--- config.mk ---
export PLATFORM = sky130hd
export DESIGN_NAME = ssra_ctrl
export DESIGN_NICKNAME = d
export VERILOG_FILES = /design/src/rtl/swap_slot_run_allocator_defines.svh /design/src/rtl/ssra_pkg.sv /design/src/rtl/ssra_ctrl.sv
export SDC_FILE = /design/constraint.sdc
export NUM_CORES = 1
export LEC_CHECK = 0
export BUFFER_PORTS_ARGS = -buffer_cell sky130_fd_sc_hd__clkbuf_2
export CORE_AREA = 10 10 47 49
export DETAILED_ROUTE_END_ITERATION = 8
export DIE_AREA = 0 0 57 59
export SYNTH_ARGS = -nofsm -noshare
export SYNTH_HDL_FRONTEND = slang
export SYNTH_SLANG_ARGS = --single-unit
--- constraint.sdc ---
create_clock -name clock -period 2.5 [get_ports clock]
set_input_delay 0.625 -clock clock [delete_from_list [all_inputs] [get_ports clock]]
set_output_delay 0.625 -clock clock [all_outputs]
set_load 0.01 [all_outputs]
--- src/rtl/swap_slot_run_allocator_defines.svh ---
// Assertion macros shared by the swap slot run allocator.
// Included by the top level; needs nothing else.
`ifndef SWAP_SLOT_RUN_ALLOCATOR_DEFINES_SVH
`define SWAP_SLOT_RUN_ALLOCATOR_DEFINES_SVH

// same-cycle implication
`define SSRA_ASSERT_NOW(label, clk, rst, ante, cons, msg) \
   label: assert property (@(posedge clk) disable iff (rst) (ante) |-> (cons)) \
      else $error(msg);

// next-cycle implication
`define SSRA_ASSERT_NEXT(label, clk, rst, ante, cons, msg) \
   label: assert property (@(posedge clk) disable iff (rst) (ante) |=> (cons)) \
      else $error(msg);

`endif

--- src/rtl/ssra_pkg.sv ---
`timescale 1ns / 1ps
// Shared types and constants of the swap slot run allocator.
// No dependencies.
package ssra_pkg;

   localparam int WORD_BITS = 32;
   localparam int BIT_IDX_W = 5;
   localparam int SLOT_W    = 15;

   typedef enum logic [3:0] {
      OP_HOLD,
      OP_CLEAR,
      OP_LOAD,
      OP_DISPATCH,
      OP_READ,
      OP_SCAN,
      OP_FREE_MARK,
      OP_WRITE,
      OP_EMIT
   } dp_op_type;

   typedef struct packed {
      dp_op_type op;
   } dp_cmd_type;

   typedef struct packed {
      logic is_free;
      logic out_of_range;
      logic no_run;
      logic scan_hit;
      logic scan_ok;
      logic scan_last;
      logic rmw_last;
      logic clear_last;
   } dp_status_type;

endpackage

--- src/rtl/ssra_ctrl.sv ---
`timescale 1ns / 1ps
// Controller state machine of the swap slot run allocator.
// Depends on ssra_pkg; drives the datapath by command and reads its status.
module ssra_ctrl (
   input  logic                   clock,
   input  logic                   reset,
   input  logic                   req_tvalid,
   output logic                   req_tready,
   output logic                   rsp_tvalid,
   input  logic                   rsp_tready,
   input  ssra_pkg::dp_status_type status,
   output ssra_pkg::dp_cmd_type    cmd
);
   import ssra_pkg::*;

   typedef enum logic [3:0] {
      ST_CLEAR,
      ST_IDLE,
      ST_DISPATCH,
      ST_SCAN_RD,
      ST_SCAN_EV,
      ST_FREE_RD,
      ST_FREE_EV,
      ST_RMW_RD,
      ST_RMW_WR,
      ST_DONE
   } state_type;

   state_type state_ff, state_in;
   logic      rsp_valid_ff, rsp_valid_in;

   always_comb begin
      state_in     = state_ff;
      rsp_valid_in = rsp_valid_ff && !rsp_tready;
      cmd.op       = OP_HOLD;
      unique case (state_ff)
         ST_CLEAR: begin
            cmd.op = OP_CLEAR;
            if (status.clear_last) begin
               state_in = ST_IDLE;
            end
         end
         ST_IDLE: begin
            if (req_tvalid) begin
               cmd.op   = OP_LOAD;
               state_in = ST_DISPATCH;
            end
         end
         ST_DISPATCH: begin
            cmd.op = OP_DISPATCH;
            if (status.is_free) begin
               state_in = status.out_of_range ? ST_DONE : ST_FREE_RD;
            end else begin
               state_in = status.no_run ? ST_DONE : ST_SCAN_RD;
            end
         end
         ST_SCAN_RD: begin
            cmd.op   = OP_READ;
            state_in = ST_SCAN_EV;
         end
         ST_SCAN_EV: begin
            cmd.op = OP_SCAN;
            if (status.scan_hit && status.scan_ok) begin
               state_in = ST_RMW_RD;
            end else if (status.scan_hit || status.scan_last) begin
               state_in = ST_DONE;
            end else begin
               state_in = ST_SCAN_RD;
            end
         end
         ST_FREE_RD: begin
            cmd.op   = OP_READ;
            state_in = ST_FREE_EV;
         end
         ST_FREE_EV: begin
            cmd.op   = OP_FREE_MARK;
            state_in = ST_RMW_RD;
         end
         ST_RMW_RD: begin
            cmd.op   = OP_READ;
            state_in = ST_RMW_WR;
         end
         ST_RMW_WR: begin
            cmd.op   = OP_WRITE;
            state_in = status.rmw_last ? ST_DONE : ST_RMW_RD;
         end
         ST_DONE: begin
            if (!rsp_valid_ff || rsp_tready) begin
               cmd.op       = OP_EMIT;
               rsp_valid_in = 1'b1;
               state_in     = ST_IDLE;
            end
         end
         default: begin
            state_in = ST_CLEAR;
         end
      endcase
   end

   always_ff @(posedge clock) begin
      if (reset) begin
         state_ff     <= ST_CLEAR;
         rsp_valid_ff <= 1'b0;
      end else begin
         state_ff     <= state_in;
         rsp_valid_ff <= rsp_valid_in;
      end
   end

   assign req_tready = (state_ff == ST_IDLE);
   assign rsp_tvalid = rsp_valid_ff;

endmodule

==> flow_summary.toml, run 1 <==
[placed_design]
dpl_cell_area_um2 = 519.2
io_buffers = 17
dpl.hpwl_um = 934.5
place.gp.congestion = 0.7981

[synth]
avgSynthCellArea_um2 = 7.380
synth_top_area_cell = "dfxtp_1"
synth_top_cell_area_share = 0.2299
yosysUniqueCellTypes = 31
ys.flop_type = "dfxtp_1"
ys_seq_area_frac = 0.2299
yosys-top-cells-area = "dfxtp_1 (23%), a21oi_1 (8.0%), nor2_1 (5.2%), o21ai_0 (4.6%), a31oi_1 (4.3%)"
synth_area_um2 = 435.4
synthesis.nets = 71
synth_edf_count = 0
yosys_register_bits = 5
synth_top_cells_by_count = "a21oi_1 (7), nor2_1 (6), dfxtp_1 (5), o21ai_0 (4)"
yosysWarnings = 0
synthArstFlopShare = 0
synth_cells = 59
synth.most_common_cell = "a21oi_1"

[cts]
clock_sinks = 5
clk_path_buf_depth = 2
cts_resized = 0
insertion_delay_ps = 240
cts_tree = "yes"
clk_pin_slew_ps = 40
htreeDepth = 1
cts.hold.buffers_added = 0
cts_setup_buffers = 0
cts_made_buffers = 3
root_buffer = "clkbuf_4"

[worst_setup_path]
critPathMaxFanout = 11
cp_slowest_cell = "dfxtp_1"
cp_cell_sequence = "nor2_2 > nand2_1 > nor3b_1 > clkbuf_2"
cp_slowest_stage_delay_ps = 430
critPathKind = "register to primary output"
worst_setup_path_end_kind = "primary output"
startpoint_type = "register"
arrival_ps = 1480
crit_required_ps = 1880

[timing]
hold_viol = 0
maxSlewViolCount = 0
tns_ps = 0
min_period_ps = 2107
relSlewSlack = 0.6884
rsz0062_at_grt = "no"
worst_clock_skew_ps = 0.7280
setup_violations = 0
worst_pin_slew_ps = 466.8
max_freq_ghz = 0.4745
fin_crit_sh = 0.8430

[routing]
viasPerCell = 5.312
routed_wl_um = 1253
antenna_left = 0
drtPass1Iterations = 4
drt_iter0_markers = 7
num_vias = 494
drc = 0
wl_per_cell_um = 13.47

[floorplan]
die_w_um = 57
die_y_um = 59
rows = 14
coreArea_um2 = 1401
die_area_um2 = 3363
start_util = 0.3107
io_pins = 18

[global_routing]
grt-ovfl-total = 0
antenna_found_initial = 0
grt_pass1_vias = 481
grt_pass1_wl_um = 2097
grt_max_degree = 16
grt.total_usage = 0.07443

[layout]
drive_above_1_share = 0.2987
antennaDiodeCount = 0
area_growth_pct = 25.29
nNetsFinal = 90
design_area_um2 = 545.5
utilization = 0.3893

[min_path]
hp-class = "primary input to register"

[power]
peakVddDrop_v = 0.0002854
power.density_nw_per_um2 = 504.9
p_leak_nw = 0.2387
finalPower_mw = 0.2755

[outcome]
status = "finished, final reports clean"

[job]
cap_violations = 0
[state kept, by name, summed over array words and instances (netlist names)]
signal      cells
rsp_tvalid      1
state_ff        4
[per-stage QoR]
stage,setup WS [ps],instances,hold slack [ps]
2_1_floorplan,823.7,59,570.0
3_3_place_gp,690.2,89,644.3
3_5_place_dp,668.9,89,642.3
4_1_cts,408.1,93,613.4
5_1_grt,269.4,93,631.1
6_report,392.6,93,624.1
[worst max-delay path: cells and delay by family (launching register included)]
family | cells | cell delay (ps)
buffers and inverters | 1 | 160
DFF | 1 | 430
and+or+nand+nor | 3 | 650
[layout by cell type (no fill, tap or decap), types with 2 or more instances in the layout]
master	count
a31oi_1	3
dfxtp_1	5
nand2_1	2
o21ai_0	4
nor2_1	6
nor2b_1	3
or3b_1	2
clkbuf_4	3
clkbuf_2	17
and2_1	2
nand2b_1	2
nand3b_1	2
a21oi_1	7
[worst paths after layout]
| kind | startpoint | endpoint | slack [ps] | cells after the start |
|---|---|---|---|---|
| max | state_ff[1] | cmd[3] | 390 | 4 |
| min | reset | state_ff[3] | 620 | 2 |
| max reg2reg | state_ff[0] | state_ff[2] | 1100 | 4 |
| min reg2reg | rsp_tvalid | state_ff[3] | 650 | 3 |
[power by group]
part / internal, mW / leakage, nW / switching (mW)
sequential: 0.0859 / 0.0407 / 0.0192
clock: 0.0602 / 0.0150 / 0.0311
combinational: 0.0396 / 0.183 / 0.0395
[cell families after synthesis]
family,after synthesis,synth area share
simple gates,27,0.3736
compound gates,21,0.2989
buf+inv,5,0.07471
flops,5,0.2299
fa+ha+maj,1,0.02299
[layout make-up]
class                   count  area [um2]
flip-flops and latches      5       100.1
fillers                   168       855.8
clock buffers               4       26.28
multi-input cells          49       302.8
well taps                  16       20.02
inverters                   1       3.754
repair buffers             18       92.59
[routing by layer]
metal	GRT usage	share of wire	routed length, um
met1	0.09297	0.48	607
met2	0.1101	0.45	565
met3	0.03004	0.065	81
met4	0.03020	0	0
met5	0	0	0
(Power assumes the default switching activity.)
==> run 2, diff against run 1 <==
Clock period 2.5 ns to 2.2 ns, I/O delays scaled along.
==> flow_summary.toml, run 2 (same netlist as run 1, synthesis figures left out) <==
[outcome]
status = "finished, final reports clean"

[cts]
cts_tree = "yes"
root_buffer = "clkbuf_4"
cts_resized = 0
clock_sinks = 5
clk_path_buf_depth = 2
cts_made_buffers = 3
cts.hold.buffers_added = 0
insertion_delay_ps = 240
cts_setup_buffers = 0
clk_pin_slew_ps = 50
htreeDepth = 1

[worst_setup_path]
arrival_ps = 1510
cp_slowest_cell = "dfxtp_1"
critPathKind = "register to primary output"
cp_cell_sequence = "nand2b_1 > nor3_2 > o21bai_1 > clkbuf_2"
critPathMaxFanout = 17
startpoint_type = "register"
crit_required_ps = 1650
worst_setup_path_end_kind = "primary output"
cp_slowest_stage_delay_ps = 630

[timing]
maxSlewViolCount = 0
tns_ps = 0
worst_slack_ps = 138.7
holdWs_ps = 534.2
worst_clock_skew_ps = 5.968
setup_violations = 0
worst_pin_slew_ps = 505.9
min_period_ps = 2061
fin_crit_sh = 0.9369
hold_viol = 0
max_freq_ghz = 0.4851
rsz0062_at_grt = "no"
relSlewSlack = 0.6622

[power]
clkPwrFrac = 0.334
p_leak_nw = 0.2375
switchingPower_mw = 0.1042
p_int_mw = 0.2130
power.density_nw_per_um2 = 581.6
netSwitchingFraction = 0.3285
pwr-share-comb = 0.288
finalPower_mw = 0.3173
pwr-share-seq = 0.378
peakVddDrop_v = 0.0003683

[global_routing]
grt_max_degree = 18
grt.total_usage = 0.07229
top_usage_layer = "met2"
met2_usage = 0.1039
grt-ovfl-total = 0
grt_pass1_vias = 484
grt_pass1_wl_um = 2028
grt_use_met1 = 0.08592
grt_use_met3 = 0.04721
antenna_found_initial = 0

[layout]
fillers = 156
mostFrequentLayoutCells = "clkbuf_2 (17), a21oi_1 (7), nor2_1 (6)"
mostFrequentLayoutCell = "clkbuf_2"
top_register = "state_ff"
antennaDiodeCount = 0
nNetsFinal = 90
area_growth_pct = 25.29
drive_above_1_share = 0.2987
utilization = 0.3893
largest_reg_flops = 4

[floorplan]
die_area_um2 = 3363
io_pins = 18
die_y_um = 59
die_w_um = 57
start_util = 0.3107
rows = 14
coreArea_um2 = 1401

[routing]
drtPass1Iterations = 4
routed_wl_um = 1187
drc = 0
wl_per_cell_um = 12.76
viasPerCell = 5.161
num_vias = 480
drt_iter0_markers = 12
antenna_left = 0

[job]
cap_violations = 0

[min_path]
hp-class = "primary input to register"

[placed_design]
place_ws_ps = 421.2
dpl.hpwl_um = 920.3
io_buffers = 17
place.gp.congestion = 0.8497
==> run 2: cell counts in the layout (fill, tap and decap cells not counted) <==
Identical to the previous run, type by type.
==> run 2: path summary, 6_finish.rpt <==
path | from | to | slack [ps] | depth (start not counted)
setup reg to reg | state_ff[0] | state_ff[2] | 790 | 4
hold reg to reg | rsp_tvalid | state_ff[3] | 650 | 3
setup / recovery | state_ff[3] | cmd[2] | 140 | 4
hold / removal | reset | state_ff[3] | 530 | 2
==> run 2: worst max-delay path, delay by kind of cell, from the launching register on <==
kind | cells | cell delay, ps
compound gates | 1 | 140
buf+inv | 1 | 150
flops | 1 | 630
simple gates | 2 | 350
==> run 2: area by class of cell <==
cell class | count | area, um2 | area share
inverter | 1 | 3.754 | 0.006881
clock buffer | 4 | 26.28 | 0.04817
multi-input combinational | 49 | 302.8 | 0.5550
tap | 16 | 20.02 | 0.03670
timing repair buffer | 18 | 92.59 | 0.1697
sequential | 5 | 100.1 | 0.1835
==> run 2: power by group through the flow <==
stage / sequential, mW / clock (mW) / combinational (mW)
4_1_cts: 0.119 / 0.111 / 0.0924
6_report: 0.120 / 0.106 / 0.0914
3_3_place_gp: 0.121 / 0 / 0.0916
2_1_floorplan: 0.105 / 0 / 0.0744
5_1_grt: 0.123 / 0.118 / 0.103
3_5_place_dp: 0.121 / 0 / 0.0917
==> run 2: metrics by stage <==
step,area [um2],cells
after CTS,545.5,93
after floorplan,435.4,59
after global routing,545.5,93
after detailed placement,519.2,89
after global placement,519.2,89
final,545.5,93
==> run 2: per-layer routing <==
metal | vias to the layer above | wire, um
met4 | 0 | 0
met3 | 0 | 113
met1 | 212 | 554
li1 | 253 | -
met5 | - | 0
met2 | 15 | 519
